<file path="config.mk">
export PLATFORM = sky130hd
export DESIGN_NAME = flic_dp
export DESIGN_NICKNAME = d
export VERILOG_FILES = /design/src/flic_pkg.sv /design/src/flic_dp.sv
export SDC_FILE = /design/constraint.sdc
export NUM_CORES = 1
export LEC_CHECK = 0
export ABC_CLOCK_PERIOD_IN_PS = 3700
export BUFFER_PORTS_ARGS = -buffer_cell sky130_fd_sc_hd__buf_2
export CAP_MARGIN = 20
export CORE_AREA = 2 2 247 249
export DETAILED_ROUTE_END_ITERATION = 10
export DIE_AREA = 0 0 249 251
export PLACE_DENSITY = 0.44
export SLEW_MARGIN = 25
export SYNTH_ARGS = -nofsm -noshare
export SYNTH_HDL_FRONTEND = slang
export SYNTH_SLANG_ARGS = --single-unit
</file>
<file path="constraint.sdc">
create_clock -name clk_i -period 3.7 [get_ports clk_i]
set_clock_uncertainty 0.15 [all_clocks]
set_input_delay 0.74 -clock clk_i [delete_from_list [all_inputs] [get_ports clk_i]]
set_output_delay 0.74 -clock clk_i [all_outputs]
set_load 0.02 [all_outputs]
</file>
<file path="src/flic_pkg.sv">
// ----------------------------------------------------------------------------
// flic_pkg: shared types and constants of the label index cache
// Row layout, way geometry and the command and status bundles that pass
// between the controller and the datapath.
// ----------------------------------------------------------------------------
package flic_pkg;

  // Cache geometry: four ways, each way holds a tag and a value
  localparam int unsigned NumWays  = 4;
  localparam int unsigned TagW     = 32;
  localparam int unsigned ValW     = 32;
  localparam int unsigned WayW     = TagW + ValW;
  localparam int unsigned RowW     = NumWays * WayW;

  // Mode codes carried on the input tuser
  localparam logic ModeLookup = 1'b0;
  localparam logic ModeFill   = 1'b1;

  // Commands from the controller to the datapath
  typedef struct packed {
    logic accept;    // latch a new input transaction
    logic mod_step;  // advance the set index reduction by one step
    logic rd_en;     // read the set row
    logic cmp;       // compare tags, form the result, update the row on a fill miss
    logic clr_wr;    // write one reset row during the clearing pass
    logic out_load;  // move the result into the output register
  } cmd_t;

  // Status from the datapath to the controller
  typedef struct packed {
    logic label_neg; // incoming label is negative
    logic mod_done;  // the current reduction step is the last one
    logic clr_last;  // clearing pass is at the last row
  } status_t;

endpackage

</file>
<file path="src/flic_dp.sv">
// ----------------------------------------------------------------------------
// flic_dp: datapath of the label index cache
// Holds the transaction, reduces the label to a set index, compares the four
// tags of the row, forms the shifted row on a fill miss and keeps the result.
// ----------------------------------------------------------------------------
module flic_dp #(
  parameter int unsigned NUM_SETS = 256,
  localparam int unsigned SetW = (NUM_SETS > 1) ? $clog2(NUM_SETS) : 1
) (
  input  logic                        clk_i,
  input  logic                        rst_ni,
  input  logic                        in_mode_i,
  input  logic [31:0]                 in_label_i,
  input  logic [31:0]                 in_fill_i,
  input  flic_pkg::cmd_t              cmd_i,
  output flic_pkg::status_t           status_o,
  output logic                        ram_wr_en_o,
  output logic [SetW-1:0]             ram_waddr_o,
  output logic [flic_pkg::RowW-1:0]   ram_wdata_o,
  output logic                        ram_rd_en_o,
  output logic [SetW-1:0]             ram_raddr_o,
  input  logic [flic_pkg::RowW-1:0]   ram_rdata_i,
  output logic                        out_hit_o,
  output logic [31:0]                 out_value_o
);

  localparam bit IsPow2 = ((NUM_SETS & (NUM_SETS - 1)) == 0);

  logic            mode_q;
  logic [31:0]     label_q;
  logic [31:0]     fill_q;
  logic            res_hit_q, res_hit_d;
  logic [31:0]     res_val_q, res_val_d;
  logic            out_hit_q;
  logic [31:0]     out_val_q;
  logic [SetW-1:0] set_idx;
  logic [SetW-1:0] clr_cnt_q;
  logic            mod_done;
  logic            any_match;
  logic [31:0]     match_val;

  // Latch the transaction fields
  always_ff @(posedge clk_i) begin
    if (cmd_i.accept) begin
      mode_q  <= in_mode_i;
      label_q <= in_label_i;
      fill_q  <= in_fill_i;
    end
  end

  // Reduce the label to its set index
  if (IsPow2) begin : g_set_mask
    logic [SetW-1:0] set_q;

    always_ff @(posedge clk_i) begin
      if (cmd_i.accept) begin
        set_q <= in_label_i[SetW-1:0] & SetW'(NUM_SETS - 1);
      end
    end

    assign set_idx  = set_q;
    assign mod_done = 1'b1;
  end else begin : g_set_recip
    // Reciprocal multiply over two steps: the quotient comes from the high
    // product bits, the remainder only needs the low SetW bits of label - q*N
    localparam int unsigned    ShiftS = 31 + SetW;
    localparam longint unsigned RecipM =
      ((64'd1 << ShiftS) / 64'(NUM_SETS)) + 64'd1;
    localparam logic [31:0]    RecipW = 32'(RecipM);

    logic [63:0]     prod_q;
    logic [SetW-1:0] rem_q;
    logic            step_q;
    logic [SetW-1:0] quot_low;
    logic [SetW-1:0] qn_low;

    assign quot_low = SetW'(prod_q >> ShiftS);
    assign qn_low   = SetW'(quot_low * SetW'(NUM_SETS));

    always_ff @(posedge clk_i) begin
      if (cmd_i.accept) begin
        step_q <= 1'b0;
      end else if (cmd_i.mod_step) begin
        if (!step_q) begin
          prod_q <= 64'(label_q[30:0]) * 64'(RecipW);
          step_q <= 1'b1;
        end else begin
          rem_q <= label_q[SetW-1:0] - qn_low;
        end
      end
    end

    assign set_idx  = rem_q;
    assign mod_done = step_q;
  end

  // Compare the four tags; the lowest matching way wins
  always_comb begin
    any_match = 1'b0;
    match_val = '0;
    for (int w = flic_pkg::NumWays - 1; w >= 0; w--) begin
      if (ram_rdata_i[w*flic_pkg::WayW +: flic_pkg::TagW] == label_q) begin
        any_match = 1'b1;
        match_val = ram_rdata_i[w*flic_pkg::WayW + flic_pkg::TagW +: flic_pkg::ValW];
      end
    end
  end

  // Form the result
  always_comb begin
    res_hit_d = res_hit_q;
    res_val_d = res_val_q;
    if (cmd_i.accept) begin
      res_hit_d = 1'b1;
      res_val_d = in_label_i;
    end else if (cmd_i.cmp) begin
      if (any_match) begin
        res_hit_d = 1'b1;
        res_val_d = match_val;
      end else if (mode_q == flic_pkg::ModeFill) begin
        res_hit_d = 1'b1;
        res_val_d = fill_q;
      end else begin
        res_hit_d = 1'b0;
        res_val_d = '0;
      end
    end
  end

  always_ff @(posedge clk_i) begin
    res_hit_q <= res_hit_d;
    res_val_q <= res_val_d;
  end

  // Output register
  always_ff @(posedge clk_i) begin
    if (cmd_i.out_load) begin
      out_hit_q <= res_hit_q;
      out_val_q <= res_val_q;
    end
  end

  // Advance the clearing pass row by row
  always_ff @(posedge clk_i or negedge rst_ni) begin
    if (!rst_ni) begin
      clr_cnt_q <= '0;
    end else if (cmd_i.clr_wr) begin
      clr_cnt_q <= clr_cnt_q + SetW'(1);
    end
  end

  // Row write: reset row while clearing, shifted row on a fill miss
  assign ram_wr_en_o = cmd_i.clr_wr ||
                       (cmd_i.cmp && !any_match && (mode_q == flic_pkg::ModeFill));
  assign ram_waddr_o = cmd_i.clr_wr ? clr_cnt_q : set_idx;
  assign ram_wdata_o = cmd_i.clr_wr ? {flic_pkg::RowW{1'b1}} :
                       {ram_rdata_i[(flic_pkg::NumWays-1)*flic_pkg::WayW-1:0],
                        fill_q, label_q};
  assign ram_rd_en_o = cmd_i.rd_en;
  assign ram_raddr_o = set_idx;

  assign status_o.label_neg = in_label_i[31];
  assign status_o.mod_done  = mod_done;
  assign status_o.clr_last  = (clr_cnt_q == SetW'(NUM_SETS - 1));

  assign out_hit_o   = out_hit_q;
  assign out_value_o = out_val_q;

endmodule

</file>
==> Word-level counts from Yosys, hierarchy flattened <==
Index checks and enable logic that the tools add are counted.
{ "classes": {"add_sub_neg": 1, "mul": 0, "div": 0, "magnitude_cmp": 0, "eq_ne": 5, "shift": 0, "n_mux": 16, "n_bitwise": 0, "n_reduce_logical": 5} }
{ "ops": {"columns": ["op", "count"], "rows": [
  ["2-to-1 mux 256 bit", 1],
  ["2-to-1 mux 32 bit", 8],
  ["== test 32 bit", 4],
  ["adder 8 x 1 -> 8 bit, second input constant", 1],
  ["== test 8 bit, second input constant", 1],
  ["2-to-1 mux 8 bit", 1],
  ["2-to-1 mux 1 bit", 6],
  ["logical AND 1 bit", 2],
  ["nonzero test 2 bit", 1],
  ["zero test 1 bit", 1],
  ["logical OR 1 bit", 1]
]} }
{ "word_totals": {"register_bits": 147, "latch_bits": 0, "ramBits": 0, "romBits": 0, "in_bits": 329, "out_inout_bits": 310, "wordCells": 36, "memories": 0} }

==> Longest topological paths before layout <==
{ "logic_depth": {"ltp_word": 9, "depth_mapped": 10, "mapped_depth_nobuf": 7} }

==> Worst setup path before layout <==
Ideal clock, no wire load.
{ "synth_timing": {"path_type": "input to output", "from": "input port ram_rdata_i[14] (netlist bit)", "to": "output port ram_wr_en_o", "arrival_ps": 2259, "t_required_ps": 2810, "slack_ps": 551, "path_stages": 7, "n_path_buf": 1, "path_cell_list": "xnor2_1 nand4_1 nor2_1 and4_1 buf_2 or4_1 o21bai_1"} }
{ "synth_between": {"elab_chain_cells": 6} }
{ "synth_lines": {"columns": ["element", "line", "source"], "rows": [
  ["from (decl)", "flic_dp.sv:22", "input logic [flic_pkg::RowW-1:0] ram_rdata_i,"],
  ["== test 32 bit", "flic_dp.sv:102", "if (ram_rdata_i[w*flic_pkg::WayW +: flic_pkg::TagW] == label_q) begin"],
  ["2-to-1 mux 1 bit", "flic_dp.sv:102", null],
  ["zero test 1 bit", "flic_dp.sv:154", "(cmd_i.cmp && !any_match && (mode_q == flic_pkg::ModeFill));"],
  ["logical AND 1 bit (2 in series)", "flic_dp.sv:154", null],
  ["logical OR 1 bit", "flic_dp.sv:153", "assign ram_wr_en_o = cmd_i.clr_wr ||"],
  ["to (decl)", "flic_dp.sv:17", "output logic ram_wr_en_o,"]
]} }
No other way between the ends.

==> Worst setup path in the final report <==
{ "layout_timing": {"from": "register label_q[4]", "to": "output port ram_wr_en_o"} }
{ "layout_between": {"elab_chain_cells": 9, "word_cells_on_any_way": 12, "cone_classes": "eq/ne (4); mux (4); reduce/logical (4)"} }
{ "layout_lines": {"columns": ["element", "line", "source"], "rows": [
  ["from (decl)", "flic_dp.sv:30", "logic [31:0] label_q;"],
  ["from (signal assigned)", "flic_dp.sv:46", "label_q <= in_label_i;"],
  ["== test 32 bit", "flic_dp.sv:102", null],
  ["2-to-1 mux 1 bit (3 in series)", "flic_dp.sv:102", null],
  ["2-to-1 mux 1 bit *", "flic_dp.sv:102", null],
  ["zero test 1 bit *", "flic_dp.sv:154", null],
  ["logical AND 1 bit * (2 in series)", "flic_dp.sv:154", null],
  ["logical OR 1 bit *", "flic_dp.sv:153", null]
]} }
Every way passes the cells marked *; elsewhere a longest branch is shown, timed or not.

==> results.md <==
* Multi-input gate area at 0.00476 sq mm
* Comb power frac at 0.292
* P_leak at 6.64 nW
* Largest net degree at the start of global routing at 104
* Crit path cell chain: xor2_1, nor4_2, nand4_2, buf_6, nor2_8, or4_4, o21bai_1, buf_4
* CP peak stage delay at 0.54 ns
* Number of antenna violations at the first check in global routing at 2
* Synth Warn # at 0
* Clock insertion delay at the later pin of the skew report at 0.45 ns
* Max IR drop VDD at 0.278 mV
* TritonRoute pass-1 iters at 4
* DRC Markers at 0
* Clock Sinks at 139
* Htree depth at 4
* CTS buffer count at 17
* Port Buffer Count at 634
* GRT Overall Usage at 0.165
* Tightest Pin Transition at 1.01 ns
* Fin crit share at 0.960
* Synth-to-layout area growth at 58.4%
* CP Data Required Time at 2.81 ns
* Final setup violation count at 0
* Number of flops mapped to enable cells by yosys at 130
* Post-Syn Area at 0.00934 sq mm
* Status: complete, no violations
* Sequential cell area at 0.00412 sq mm
* Asr flop ratio synth at 0.0576
* RSZ-0062 raised after global routing: true
* Reg2reg start: label_q[8]
* Sequential fraction of the synthesis area at 0.441
* Most frequent cells in the layout: buf_2 (631), or2_2 (258), edfxtp_1 (130)
* Clk buf depth at 2
* Syn nets at 1232
* # nets final at 1890
* Critical Path Start Type: flop
* Power Density at 361 mW/mm^2
* Hold WS at 0.261 ns
* Most common cell after layout, fill and taps aside: buf_2
* Vias per inst at 4.05
* Int Pwr at 3.60 mW
* Post-DP Area at 0.0136 sq mm
* Dpl hpwl at 42.9 mm
* Via count at 9563
* GP Congestion at 0.868
* # rows at 90
* Layout cells sized above 1 at 0.670
* DRT iter0 DRCs at 523
* CP Max Fanout at 4
* Initial Util at 0.156
* Crit path capture type: output port
* Min-Delay Path Class: flop to flop
* Upper clock frequency limit at 0.281 GHz
* Fillcell total at 6518
* Seq cells post-synth at 139
* DR WL/cell at 22.6 um
* Slew margin rel. at 0.326
* Post-route ant nets at 0
* TritonCTS clock tree: yes
* I/O pin cnt at 639
* HP Start: res_val_q[29]
* Slowest-stage cell, CP: or4_4
* Hold Fails Final Rpt at 0
* Max Slew Vio Count at 0
* Die width at 249 um
* Final WS setup at 0.147 ns
* Synth Flop Type: edfxtp_1
* Synth Area per Inst at 10.4 sq um
* Net Sw Frac at 0.327
* Overflow after GRT at 0
* Full die area at 0.0625 sq mm
* P_sw at 1.75 mW
* Library cells used by synthesis at 38
* Critical path class: flop to output port
* Root Buffer Master: clkbuf_16
* Core ar. at 0.0598 sq mm
* Seq pwr share at 0.376
* Post-Place Setup Slack at -0.165 ns
* CP arrival at 2.66 ns
* First-pass GRT wire length at 72.4 mm
* Fin cells at 2360
* Drt total wl at 53.3 mm
* Core Util, Final at 0.248
* Max_cap viols at 0
* Vias in the first global route at 9647
* Syn Inst Count at 902
* Final min period at 3.55 ns
* Die Ht at 251 um
* Clock group share of total power at 0.331
* Crit path from: label_q[4]
* Clk slew on worst S/H paths at 0.07 ns
* Design area at 0.0148 sq mm
* Inst Count DP at 2279
[layer usage]
| metal | track usage | vias to the layer above | part of all wire |
|---|---|---|---|
| met5 | 0 | - | 0 |
| met4 | 0.0634 | 0 | 0.032 |
| met3 | 0.0311 | 52 | 0.049 |
| met2 | 0.288 | 449 | 0.50 |
| met1 | 0.201 | 4629 | 0.42 |
| li1 | - | 4433 | - |
[through the flow]
| step | setup TNS, ns | power [mW] |
|---|---|---|
| 2_1_floorplan | 0 | 2.79 |
| 5_1_grt | -0.0304 | 5.60 |
| 3_5_place_dp | -0.440 | 3.53 |
| 3_3_place_gp | -0.574 | 3.52 |
| 6_report | 0 | 5.35 |
| 4_1_cts | 0 | 5.41 |
[critical path: cells and delay by family, from the launching register on]
kind | cells | cell delay [ns]
XOR/XNOR | 1 | 0.38
flip-flops | 1 | 0.53
AND/OR/NAND/NOR | 4 | 0.82
AO/OA/AOI/OAI | 1 | 0.16
buffers and inverters | 2 | 0.31
[kinds of logic after synthesis]
kind of cell	after synthesis	synth area share
simple gates	402	0.261
flops	139	0.441
xor+xnor	135	0.127
buf+inv	114	0.0589
compound gates	101	0.0996
mux	9	0.0108
fa+ha+maj	1	0.00134
other cells	1	0.000401
[power groups by stage]
stage / Sequential [mW] / Clock (mW) / Combinational, mW
after floorplan: 2.03 / 0 / 0.761
after global placement: 2.12 / 0 / 1.40
after detailed placement: 2.13 / 0 / 1.40
after CTS: 2.02 / 1.84 / 1.56
after global routing: 2.03 / 1.90 / 1.67
final: 2.01 / 1.77 / 1.56
[Yosys cell counts, types with 2 or more instances]
master | instances | area share
a211oi_1 | 17 | 0.014
clkbuf_1 | 41 | 0.016
inv_1 | 19 | 0.0076
xnor2_1 | 30 | 0.028
buf_4 | 12 | 0.0096
nor2_1 | 51 | 0.020
edfxtp_1 | 130 | 0.42
buf_2 | 38 | 0.020
nand2_1 | 5 | 0.0020
or2_2 | 258 | 0.17
nand3_1 | 2 | 0.0011
a21o_1 | 16 | 0.013
o21ai_1 | 2 | 0.0011
nand4_2 | 2 | 0.0027
dfrtp_1 | 8 | 0.021
mux2_2 | 9 | 0.011
a221o_1 | 63 | 0.067
nand4_1 | 15 | 0.010
nor4_1 | 25 | 0.017
and2_1 | 31 | 0.021
buf_6 | 4 | 0.0048
nor4_2 | 3 | 0.0040
xor2_1 | 105 | 0.098
nor3_2 | 2 | 0.0021
[worst paths after layout]
check / to / slack (ns) / cells past startpoint
setup / recovery: ram_wr_en_o / 0.15 / 8
hold / removal: out_value_o[29] / 0.26 / 0
setup reg to reg: res_val_q[24] / 0.36 / 14
hold reg to reg: out_value_o[29] / 0.26 / 0
max in group asynchronous: clr_cnt_q[4] / 2.71 / 2
min in group asynchronous: clr_cnt_q[2] / 0.51 / 2
[what timing repair did]
item | in CTS | in global routing
gates cloned | 0 | 0
pin swaps | 4 | 10
setup endpoints to repair | 13 | 1
buffers inserted | 33 | 10
hold endpoints to repair | 8 | 0
hold buffers | 1 | 0
gates resized for setup | 9 | 12
[sequential cells by signal, indices dropped and copies added (netlist names)]
signal / flops
clr_cnt_q: 8
res_val_q: 32
out_hit_o: 1
out_value_o: 32
fill_q: 32
label_q: 32
res_hit_q: 1
mode_q: 1
[final cells by class]
| type | instances | area share |
|---|---|---|
| multi-input combinational | 649 | 0.322 |
| timing repair buffer | 734 | 0.288 |
| sequential | 139 | 0.279 |
| tap | 782 | 0.0661 |
| clock buffer | 17 | 0.0287 |
| clock inverter | 14 | 0.0104 |
| inverter | 19 | 0.00482 |
| antenna | 6 | 0.00101 |
No activity file was read; power rests on OpenSTA's default activity.
