## config.mk

```make
export PLATFORM = sky130hd
export DESIGN_NAME = flic_ctrl
export DESIGN_NICKNAME = d
export VERILOG_FILES = /design/src/flic_pkg.sv /design/src/flic_ctrl.sv
export SDC_FILE = /design/constraint.sdc
export NUM_CORES = 1
export LEC_CHECK = 0
export BUFFER_PORTS_ARGS = -buffer_cell sky130_fd_sc_hd__buf_2
export CAP_MARGIN = 25
export CORE_AREA = 2 2 39 41
export CTS_CLUSTER_SIZE = 20
export DETAILED_ROUTE_END_ITERATION = 10
export DIE_AREA = 0 0 41 43
export SYNTH_ARGS = -nofsm -noshare
export SYNTH_HDL_FRONTEND = slang
export SYNTH_SLANG_ARGS = --single-unit
```

## constraint.sdc

```tcl
create_clock -name clk_i -period 4.9 [get_ports clk_i]
set_clock_uncertainty 0.15 [all_clocks]
set_input_delay 0.245 -clock clk_i [delete_from_list [all_inputs] [get_ports clk_i]]
set_output_delay 0.245 -clock clk_i [all_outputs]
set_load 0.05 [all_outputs]
```

## src/flic_pkg.sv

```systemverilog
// ----------------------------------------------------------------------------
// flic_pkg: shared types and constants of the label index cache
// Row layout, way geometry and the command and status bundles that pass
// between the controller and the datapath.
// ----------------------------------------------------------------------------
package flic_pkg;

  // Cache geometry: four ways, each way holds a tag and a value
  localparam int unsigned NumWays  = 4;
  localparam int unsigned TagW     = 32;
  localparam int unsigned ValW     = 32;
  localparam int unsigned WayW     = TagW + ValW;
  localparam int unsigned RowW     = NumWays * WayW;

  // Mode codes carried on the input tuser
  localparam logic ModeLookup = 1'b0;
  localparam logic ModeFill   = 1'b1;

  // Commands from the controller to the datapath
  typedef struct packed {
    logic accept;    // latch a new input transaction
    logic mod_step;  // advance the set index reduction by one step
    logic rd_en;     // read the set row
    logic cmp;       // compare tags, form the result, update the row on a fill miss
    logic clr_wr;    // write one reset row during the clearing pass
    logic out_load;  // move the result into the output register
  } cmd_t;

  // Status from the datapath to the controller
  typedef struct packed {
    logic label_neg; // incoming label is negative
    logic mod_done;  // the current reduction step is the last one
    logic clr_last;  // clearing pass is at the last row
  } status_t;

endpackage

```

## src/flic_ctrl.sv

```systemverilog
// ----------------------------------------------------------------------------
// flic_ctrl: sequencer of the label index cache
// Runs the clearing pass after reset, then steps each transaction through
// set reduction, row read, compare and result hand-off; a negative label goes straight to the hand-off.
// ----------------------------------------------------------------------------
module flic_ctrl (
  input  logic              clk_i,
  input  logic              rst_ni,
  input  logic              in_valid_i,
  output logic              in_ready_o,
  output logic              out_valid_o,
  input  logic              out_ready_i,
  input  flic_pkg::status_t status_i,
  output flic_pkg::cmd_t    cmd_o
);

  typedef enum logic [5:0] {
    StClear = 6'b000001,
    StIdle  = 6'b000010,
    StMod   = 6'b000100,
    StRead  = 6'b001000,
    StCmp   = 6'b010000,
    StResp  = 6'b100000
  } state_e;

  state_e state_q, state_d;
  logic   out_valid_q, out_valid_d;
  logic   accept;
  logic   out_free;

  assign accept   = (state_q == StIdle) && in_valid_i;
  assign out_free = !out_valid_q || out_ready_i;

  // Next state and command decode
  always_comb begin
    state_d = state_q;
    cmd_o   = '0;
    unique case (state_q)
      StClear: begin
        cmd_o.clr_wr = 1'b1;
        if (status_i.clr_last) begin
          state_d = StIdle;
        end
      end
      StIdle: begin
        if (accept) begin
          cmd_o.accept = 1'b1;
          state_d      = status_i.label_neg ? StResp : StMod;
        end
      end
      StMod: begin
        cmd_o.mod_step = 1'b1;
        if (status_i.mod_done) begin
          state_d = StRead;
        end
      end
      StRead: begin
        cmd_o.rd_en = 1'b1;
        state_d     = StCmp;
      end
      StCmp: begin
        cmd_o.cmp = 1'b1;
        state_d   = StResp;
      end
      StResp: begin
        if (out_free) begin
          cmd_o.out_load = 1'b1;
          state_d        = StIdle;
        end
      end
      default: begin
        state_d = StClear;
      end
    endcase
  end

  // Hold the result valid until the downstream side takes it
  always_comb begin
    out_valid_d = out_valid_q;
    if (cmd_o.out_load) begin
      out_valid_d = 1'b1;
    end else if (out_ready_i) begin
      out_valid_d = 1'b0;
    end
  end

  always_ff @(posedge clk_i or negedge rst_ni) begin
    if (!rst_ni) begin
      state_q     <= StClear;
      out_valid_q <= 1'b0;
    end else begin
      state_q     <= state_d;
      out_valid_q <= out_valid_d;
    end
  end

  assign in_ready_o  = (state_q == StIdle);
  assign out_valid_o = out_valid_q;

`ifndef SYNTH
  // A negative label skips the cache and goes straight to the response
  a_neg_bypass: assert property (@(posedge clk_i) disable iff (!rst_ni)
    (accept && status_i.label_neg) |=> (state_q == StResp))
    else $error("negative label did not bypass the cache");

  // Compare only ever follows a row read
  a_cmp_after_read: assert property (@(posedge clk_i) disable iff (!rst_ni)
    (state_q == StCmp) |-> ($past(state_q) == StRead))
    else $error("compare without a preceding row read");

  // Never overwrite a result that is still waiting
  a_no_overwrite: assert property (@(posedge clk_i) disable iff (!rst_ni)
    cmd_o.out_load |-> (!out_valid_q || out_ready_i))
    else $error("result register overwritten before it was taken");

  // No input transaction is taken during the clearing pass
  a_no_accept_clear: assert property (@(posedge clk_i) disable iff (!rst_ni)
    (state_q == StClear) |-> !in_ready_o)
    else $error("input accepted during clearing pass");
`endif

endmodule

```

After elaboration in Yosys (flattened, before gate mapping)
Index checks and enable logic that the tools add are counted.
{"block": "word_totals", "out_inout_bits": 8, "ff_bits": 7, "inputBits": 7}
{"block": "op_classes", "n_mux": 16, "eq_ne": 10, "reduce_logical": 5}
{"operator": "$pmux 6 s6", "count": 1}
{"operator": "$mux 6", "count": 5}
{"operator": "$mux 1", "count": 10}
{"operator": "$eq 6x1->1 const B", "count": 1}
{"operator": "$eq 6x2->1 const B", "count": 1}
{"operator": "$eq 6x3->1 const B", "count": 1}
{"operator": "$eq 6x4->1 const B", "count": 1}
{"operator": "$eq 6x5->1 const B", "count": 1}
{"operator": "$eq 6x6->1 const B", "count": 1}
{"operator": "$ne 2x2->1 const B", "count": 3}
{"operator": "$reduce_and 4->1", "count": 1}
{"operator": "$ne 2x1->1 const B", "count": 1}
{"operator": "$reduce_bool 2->1", "count": 1}
{"operator": "$logic_and 1x1->1", "count": 1}
{"operator": "$logic_not 1->1", "count": 1}
{"operator": "$logic_or 1x1->1", "count": 1}

Depth between registers and ports, before layout
Gate-level depths: netlist of run 1.
{"block": "logic_depth", "depth_word": 5, "mapped_depth": 5, "depth_no_buf": 4}

Worst setup path after synthesis of run 1
No wires, ideal clock.
{"block": "synth_timing", "path_kind": "register to output", "start": "register state_q[4]", "end": "output port cmd_o[5] in the netlist's numbering", "path_stages_with_launch": 5, "arrival_time_ns": 2.344, "path_slack_ns": 2.161, "t_required_ns": 4.505, "cell_sequence": "dfrtp_1 or4_1 clkbuf_1 nor3_2 and2_1"}
{"item": "start, declared", "line_no": "flic_ctrl.sv:26", "rtl": "state_e state_q, state_d;"}
{"item": "start signal, assigned", "line_no": "flic_ctrl.sv:89", "rtl": "state_q <= StClear;"}
{"item": "start signal, assigned", "line_no": "flic_ctrl.sv:92", "rtl": "state_q <= state_d;"}
{"item": "end, declared", "line_no": "flic_ctrl.sv:14", "rtl": "output flic_pkg::cmd_t cmd_o"}

==> impl_metrics.ini, run 1 <==
[worst_setup_path]
reg2reg_slack_ns = 2.89
r2r-start = state_q[1]
rr_endpoint = state_q[5]
crit_path_end_kind = primary output
r2r_cells = 4
worst-path-max-fanout = 9
crit_type = reg -> out
worstPathArrival_ns = 2.06
critPathLaunchType = flip-flop
required_ns = 4.51

[final_layout]
layout-drive-gt1-share_pct = 35.9
antenna-diode-count = 0
multi_input_area_um2 = 253
finalInstanceArea_um2 = 567
final_nets = 72
ff_latch_area_um2 = 176
fillers = 142
area_growth_pct = 21.1
final_core_util_pct = 41.0

[sta]
fin_crit_sh_pct = 50.2
relSlewSlack_pct = 73.6
setup_tns_ns = 0
timing.fmax_mhz = 407
finalHoldViolations = 0
min_period_ns = 2.46
drv_slew = 0
setup_ws_ns = 2.44
tightest_slew_ns = 0.391
rsz0062_at_grt = no
setup_violations = 0
hold_ws_ns = 0.0622

[cts]
clk_latency_ns = 0.26
postCtsSetupBuffers = 0
cts_sinks = 7
ctsHtreeMaxLevel = 1
ctsHoldBuffers = 1
clk_transition_reported_paths_ns = 0.05
tritoncts = yes
numCtsBuffers = 3
cts_resized = 0
cts_root_buffer = clkbuf_4
ctsLongestPathBuffers = 2

[power_and_ir_drop]
p_leak_uw = 0.000278
ir_drop_v = 0.000274
powerDensity_mw_per_mm2 = 525

[floorplan]
fp.coreArea_mm2 = 0.00138
die_x_um = 41
row_count = 14
start_util_pct = 33.8
die-area_mm2 = 0.00176
fp.dieH_um = 43
ios = 15

[global_route]
track_usage_pct = 13.6
antenna_found_initial = 0
grt-ovfl-total = 0
grt_pass1_wl_um = 1500
grt_max_degree = 10
grt_pass1_vias = 344

[placed_design]
place.gp.congestion = 0.709
portBuffers = 14
dp_slack_ns = 2.72
hpwl_um = 741
dpl_cell_area_um2 = 531

[route]
vias = 414
drt-pass1-iter-count = 4
routed_wirelength_um = 980
ant_nets = 0
viasPerCell = 5.18
wl_per_cell_um = 12.3
drt_iter0_drc = 7
drc = 0

[worst_hold_path]
hold_path.class = in -> reg
holdPathStages = 2
hp-start = status_i[2]
min_to = state_q[2]

[synthesis]
synth_top_area_share_pct = 32.1
ys.warnings.count = 0
synth.top_cells.by_area = dfrtp_1 (32%), nor3b_1 (8.0%), dfstp_2 (5.6%)
seq_area_frac_synth_pct = 37.7
synth_area_um2 = 468
synth.largest_area_cell = dfrtp_1
synth_seq_cells = 7
avgSynthCellArea_um2 = 9.55
synth_cells = 49
ys_types = 30
syn_nets = 56

[run]
max_cap_violations = 0

[status]
status = completed
==> flip-flops by register name, summed over array words and instances, names as in the netlist <==
| name | flops |
|---|---|
| state_q | 6 |
| out_valid_o | 1 |
==> worst max-delay path: stages (launching register included) <==
cell	delay (ns)
dfrtp_1	0.46
or4_4	0.54
or3b_4	0.45
nor2_1	0.10
buf_2	0.26
==> final cells by class <==
type	instances	share of cell area, %
flip-flops and latches	7	31.1
clock buffers	4	4.64
repair buffers	15	14.1
multi-input cells	35	44.6
inverters	3	1.99
well taps	16	3.53
==> kinds of logic after synthesis <==
kind of cell / synth area share (%)
AO/OA/AOI/OAI: 19.5
XOR/XNOR: 1.87
AND/OR/NAND/NOR: 32.6
buffers and inverters: 8.29
flip-flops: 37.7
==> synth_stat cells <==
library cell  n
dfrtp_1       6
nor3b_1       5
nor2_1        4
o21ai_0       3
a21oi_1       2
and4b_1       2
inv_1         2
nand2_1       2
o22ai_1       2
a31oi_1       1
and2_1        1
buf_2         1
buf_4         1
buf_6         1
clkbuf_1      1
dfstp_2       1
inv_2         1
nand2b_1      1
nor2b_1       1
nor3_1        1
nor3_2        1
nor4b_1       1
o21ai_1       1
o21bai_1      1
o221ai_4      1
o32ai_1       1
or3b_4        1
or4_1         1
or4_4         1
xor2_1        1
==> report_power, final <==
| group | switching (uW) | leakage (uW) | internal, uW |
|---|---|---|---|
| clock | 22.9 | 0.0000150 | 31.2 |
| sequential | 22.7 | 0.0000929 | 73.7 |
| combinational | 92.3 | 0.000170 | 54.7 |
| total | 138 | 0.000278 | 160 |
==> per-stage QoR <==
| step | cells | power, uW |
|---|---|---|
| final | 80 | 298 |
| after global routing | 80 | 318 |
| after CTS | 80 | 301 |
| after detailed placement | 75 | 244 |
| after global placement | 75 | 243 |
| after floorplan | 49 | 227 |
==> layer usage <==
| layer | track usage [%] | vias to the layer above | part of all wire [%] |
|---|---|---|---|
| li1 | - | 212 | - |
| met5 | 0 | - | 0 |
| met1 | 18.8 | 184 | 50 |
| met2 | 15.6 | 14 | 39 |
| met3 | 9.42 | 4 | 8.6 |
| met4 | 6.00 | 0 | 2.1 |
==> cells in the final DEF, fill, tap and decap left out, types with 2 or more instances in the layout <==
master    instances
o22ai_1           2
inv_1             2
nor3b_1           5
o21ai_0           3
buf_2            14
clkbuf_4          3
nor2_1            4
nand2_1           2
dfrtp_1           6
a21oi_1           2
and4b_1           2
==> worst max path at each step <==
| stage | from | end | slack [ns] | depth (start not counted) |
|---|---|---|---|---|
| final | state_q[1] | cmd_o[0] | 2.44 | 4 |
| after global routing | state_q[4] | cmd_o[5] | 2.35 | 4 |
| after CTS | state_q[1] | cmd_o[0] | 2.43 | 4 |
| after detailed placement | state_q[1] | cmd_o[0] | 2.72 | 4 |
| after global placement | state_q[4] | cmd_o[5] | 2.73 | 4 |
| after floorplan | state_q[4] | cmd_o[5] | 2.16 | 4 |
(Power assumes the default switching activity.)
==> run 2: changes to the inputs <==
--- a/config.mk
+++ b/config.mk
@@ -5,6 +5,7 @@
 export SDC_FILE = /design/constraint.sdc
 export NUM_CORES = 1
 export LEC_CHECK = 0
+export ABC_AREA = 1
 export BUFFER_PORTS_ARGS = -buffer_cell sky130_fd_sc_hd__buf_2
 export CAP_MARGIN = 25
 export CORE_AREA = 2 2 39 41
==> constraint.sdc (replaced) <==
create_clock -name clk_i -period 2.3 [get_ports clk_i]
set_clock_uncertainty 0.15 [all_clocks]
set_input_delay 0.115 -clock clk_i [delete_from_list [all_inputs] [get_ports clk_i]]
set_output_delay 0.115 -clock clk_i [all_outputs]
set_load 0.05 [all_outputs]
==> impl_metrics.ini, run 2 <==
[sta]
drv_slew = 0
setup_violations = 0
setup_ws_ns = 0.602
finalHoldViolations = 0
relSlewSlack_pct = 83.5
tightest_slew_ns = 0.250
timing.fmax_mhz = 589
min_period_ns = 1.70
fin_crit_sh_pct = 73.8
setup_tns_ns = 0
rsz0062_at_grt = no

[power_and_ir_drop]
powerDensity_mw_per_mm2 = 1070
seq_power_share_pct = 27.8
p_total_uw = 664
ir_drop_v = 0.000497
internal_power_uw = 326
p_clk_share_pct = 17.0
power_frac_comb_pct = 55.2
p_sw_share_pct = 51.0
p_sw_uw = 339
p_leak_uw = 0.000368

[final_layout]
fillers = 150
instances_no_fill = 103
top_register = state_q
finalInstanceArea_um2 = 619
area_growth_pct = 31.6
final_nets = 95
antenna-diode-count = 0
layout.cells.most_common_list = nand2_1 (16), buf_2 (14), inv_1 (10), nor2_1 (8)
final_common_cell = nand2_1
largest_reg_flops = 6
layout-drive-gt1-share_pct = 37.9

[synthesis]
synth.top_cells.by_area = dfrtp_1 (32%), nand2_1 (13%), inv_1 (8.0%)
synth_seq_cells = 7
ys_types = 17
avgSynthCellArea_um2 = 7.13
netlist_top_cells_count = nand2_1 (16), inv_1 (10), nor2_1 (8), dfrtp_1 (6), nor2_2 (6)
synthFlopType = dfrtp_1
synth_cells = 66
synth_most_common_cell = nand2_1
synth_area_um2 = 470
async_reset_ff_share_pct = 100
ys.warnings.count = 0
synth_edf_count = 0
synth.largest_area_cell = dfrtp_1
seq_area_frac_synth_pct = 37.5
synth_top_area_share_pct = 31.9
syn_nets = 73

[global_route]
grt_pass1_wl_um = 1690
grt_max_degree = 8
grt_pass1_vias = 421
track_usage_pct = 14.2
grt-ovfl-total = 0
antenna_found_initial = 0

[worst_setup_path]
worstPathArrival_ns = 1.43
r2r_cells = 7
startpoint = state_q[2]
r2r-start = state_q[0]
rr_endpoint = state_q[5]
slowest_stage = dfrtp_1
critPathLaunchType = flip-flop
reg2reg_slack_ns = 0.90
crit_chain = nor2_2 -> nand3_2 -> nor2_1 -> buf_2
cpPeakStageDelay_ns = 0.43
crit_type = reg -> out
crit_path_end_kind = primary output
critPathTopFamily = simple AND/OR/NAND/NOR gates
worst-path-max-fanout = 4
cp_num_buf_inv = 1
required_ns = 2.04

[placed_design]
dp_slack_ns = 0.864
hpwl_um = 839
portBuffers = 14
place.gp.congestion = 0.733
placedCellCount = 95
dpl_cell_area_um2 = 553

[worst_hold_path]
hold_path.class = in -> reg
hp-start = status_i[1]
min_to = state_q[2]
holdPathStages = 4

[cts]
cts_sinks = 7
tritoncts = yes
clk_transition_reported_paths_ns = 0.05
ctsLongestPathBuffers = 2
cts_root_buffer = clkbuf_4
ctsHtreeMaxLevel = 1
numCtsBuffers = 3
ctsHoldBuffers = 4
cts_resized = 0
clk_latency_ns = 0.25
postCtsSetupBuffers = 0

[floorplan]
die_x_um = 41
fp.dieH_um = 43
start_util_pct = 34.0
fp.coreArea_mm2 = 0.00138
die-area_mm2 = 0.00176
ios = 15
row_count = 14

[route]
drt-pass1-iter-count = 4
routed_wirelength_um = 995
drc = 0
vias = 451
viasPerCell = 4.38
wl_per_cell_um = 9.66
drt_iter0_drc = 11
ant_nets = 0

[run]
max_cap_violations = 0

[status]
status = completed
## run 2: kinds of logic (layout without fill, tap and decap cells)
kind of cell / after synthesis / after routing / share of synthesized area, %
buffers and inverters: 13 / 34 / 11.2
DFF: 7 / 7 / 37.5
and+or+nand+nor: 44 / 44 / 49.2
AOI/OAI and AO/OA: 2 / 2 / 2.13
## run 2: worst max path at each step
stage | to | slack [ns] | cells after the start
3_3_place_gp | cmd_o[2] | 0.86 | 6
5_1_grt | cmd_o[2] | 0.51 | 6
2_1_floorplan | state_q[0] | 0.55 | 6
3_5_place_dp | cmd_o[2] | 0.86 | 6
6_report | cmd_o[5] | 0.60 | 4
4_1_cts | cmd_o[2] | 0.58 | 6
## run 2: routing by layer
| metal | up-vias | track usage [%] | wire, um |
|---|---|---|---|
| li1 | 242 | - | - |
| met1 | 197 | 20.7 | 504 |
| met2 | 12 | 18.8 | 445 |
| met3 | 0 | 3.14 | 44 |
| met4 | 0 | 8.00 | 0 |
| met5 | - | 0 | 0 |
## run 2: through the flow
step | utilization, % | hold WS [ns]
2_1_floorplan | - | -0.331
3_3_place_gp | 40.0 | -0.195
3_5_place_dp | 40.0 | -0.194
4_1_cts | 44.8 | 0.0160
5_1_grt | 44.8 | 0.0619
6_report | 44.8 | 0.0170
## run 2: power by group through the flow
stage                     logic (uW)  clock network, uW  registers (uW)
after CTS                        370                116             186
final                            367                113             185
after detailed placement         364                  0             188
after global placement           360                  0             186
after floorplan                  287                  0             190
after global routing             407                123             191
## run 2: layout make-up
| type | count | area (um2) | share of cell area (%) |
|---|---|---|---|
| multi-input cells | 46 | 241 | 39.0 |
| inverters | 12 | 45.0 | 7.27 |
| flip-flops and latches | 7 | 176 | 28.5 |
| well taps | 16 | 20.0 | 3.23 |
| repair buffers | 18 | 110 | 17.8 |
| clock buffers | 4 | 26.3 | 4.24 |
## run 2: worst min-delay path, delay by kind of cell
kind,cells,cell delay [ns]
buffers and inverters,2,0.10
and+or+nand+nor,2,0.16
==> run 3: changes to the inputs <==
--- a/config.mk
+++ b/config.mk
@@ -5,7 +5,7 @@
 export SDC_FILE = /design/constraint.sdc
 export NUM_CORES = 1
 export LEC_CHECK = 0
-export ABC_AREA = 1
+export ABC_AREA = 0
 export BUFFER_PORTS_ARGS = -buffer_cell sky130_fd_sc_hd__buf_2
 export CAP_MARGIN = 25
 export CORE_AREA = 2 2 39 41
==> constraint.sdc (replaced) <==
create_clock -name clk_i -period 1.7 [get_ports clk_i]
set_clock_uncertainty 0.15 [all_clocks]
set_input_delay 0.085 -clock clk_i [delete_from_list [all_inputs] [get_ports clk_i]]
set_output_delay 0.085 -clock clk_i [all_outputs]
set_load 0.05 [all_outputs]
==> impl_metrics.ini, run 3 (same netlist as run 1, synthesis figures left out) <==
[route]
routed_wirelength_um = 1370
drc = 0
drt-pass1-iter-count = 4
drt_iter0_drc = 4
wl_per_cell_um = 13.3
vias = 515
viasPerCell = 5.00
ant_nets = 0

[worst_setup_path]
critPathTopFamily = simple AND/OR/NAND/NOR gates
worstPathArrival_ns = 1.84
cp_num_buf_inv = 1
crit_path_end_kind = primary output
slowest_stage = or4_4
critPathLaunchType = flip-flop
worst-path-max-fanout = 2
cpPeakStageDelay_ns = 0.52
required_ns = 1.46
crit_chain = or4_4 -> or3b_4 -> nor2_4 -> buf_8
crit_type = reg -> out

[sta]
finalHoldViolations = 0
rsz0062_at_grt = yes
min_period_ns = 2.08
hold_ws_ns = 0.00590
relSlewSlack_pct = 77.2
drv_slew = 0
tightest_slew_ns = 0.341
setup_violations = 10
setup_tns_ns = -2.54
setup_ws_ns = -0.376
timing.fmax_mhz = 482
fin_crit_sh_pct = 122

[floorplan]
row_count = 14
fp.coreArea_mm2 = 0.00138
die_x_um = 41
die-area_mm2 = 0.00176
fp.dieH_um = 43
start_util_pct = 33.8
ios = 15

[global_route]
antenna_found_initial = 0
grt-ovfl-total = 0
grt_pass1_wl_um = 2000
grt_max_degree = 9
grt_pass1_vias = 482
track_usage_pct = 17.3

[final_layout]
final_common_cell = buf_4
largest_reg_flops = 6
finalInstanceArea_um2 = 881
layout-drive-gt1-share_pct = 60.9
final_nets = 95
area_growth_pct = 88.2
layout.cells.most_common_list = buf_4 (17), buf_6 (8), buf_2 (7), dfrtp_1 (6)
top_register = state_q
fillers = 129
antenna-diode-count = 0
instances_no_fill = 103

[cts]
cts_sinks = 7
ctsLongestPathBuffers = 2
tritoncts = yes
clk_transition_reported_paths_ns = 0.06
ctsHtreeMaxLevel = 1
clk_latency_ns = 0.25
numCtsBuffers = 3
cts_root_buffer = clkbuf_4

[status]
violations = setup timing
status = finished, violations left

[worst_hold_path]
hold_path.class = in -> reg

[placed_design]
hpwl_um = 825
dpl_cell_area_um2 = 649
place.gp.congestion = 0.778
placedCellCount = 88
portBuffers = 14
dp_slack_ns = -0.192

[power_and_ir_drop]
p_leak_uw = 0.000417
powerDensity_mw_per_mm2 = 1380
ir_drop_v = 0.000717

[run]
max_cap_violations = 0
## run 3: cell count changes in the layout (fill, tap and decap cells not counted), moves of 3 or more
cell,delta
buf_2,-7
buf_4,+17
buf_6,+8
buf_8,+3
inv_1,-9
nand2_1,-14
nand4_1,-3
nor2_1,-5
nor2_2,-6
## run 3: metrics by stage
stage / utilization (%) / total power [uW]
4_1_cts: 59.9 / 1150
3_3_place_gp: 46.9 / 834
3_5_place_dp: 46.9 / 833
5_1_grt: 63.7 / 1300
6_report: 63.7 / 1220
2_1_floorplan: - / 716
## run 3: repair_timing
action,4_1_cts,5_1_grt
pin swaps,8,6
hold buffers,3,0
endpoints found under the hold margin,9,0
setup buffers,6,2
endpoints found under the setup margin,11,13
gates resized for setup,20,11
## run 3: layout make-up
class                   count  area, um2  share of cell area (%)
inverters                   3       11.3                    1.28
clock buffers               4       26.3                    2.98
repair buffers             38        328                    37.2
multi-input cells          35        319                    36.2
well taps                  16       20.0                    2.27
flip-flops and latches      7        176                    20.0
## run 3: final timing paths
kind | startpoint | to | slack, ns | cells after the start
setup / recovery | state_q[1] | cmd_o[0] | -0.38 | 4
hold / removal | status_i[0] | state_q[0] | 0.006 | 3
setup reg to reg | state_q[1] | state_q[2] | -0.30 | 5
hold reg to reg | out_valid_o | out_valid_o | 0.45 | 2
max in group asynchronous | rst_ni | state_q[0] | 1.11 | 2
min in group asynchronous | rst_ni | state_q[1] | 0.05 | 2
## run 3: worst register-to-register path: stages (launching register included)
cell and delay, ns:
dfrtp_1 0.38, or4_4 0.52, or3b_4 0.42, buf_4 0.17, o221ai_4 0.15, o32ai_1 0.10
## run 3: metal layers
| metal | routed length (um) | track usage [%] | vias to the layer above |
|---|---|---|---|
| met2 | 777 | 27.8 | 16 |
| met1 | 531 | 21.0 | 245 |
| li1 | - | - | 254 |
| met3 | 59 | 3.14 | 0 |
| met4 | 0 | 8.00 | 0 |
| met5 | 0 | 0 | - |
## run 3: power by group
group	internal (uW)	switching [uW]	total [uW]
logic	407	417	824
registers	211	22.8	234
clock network	90.1	69.0	159
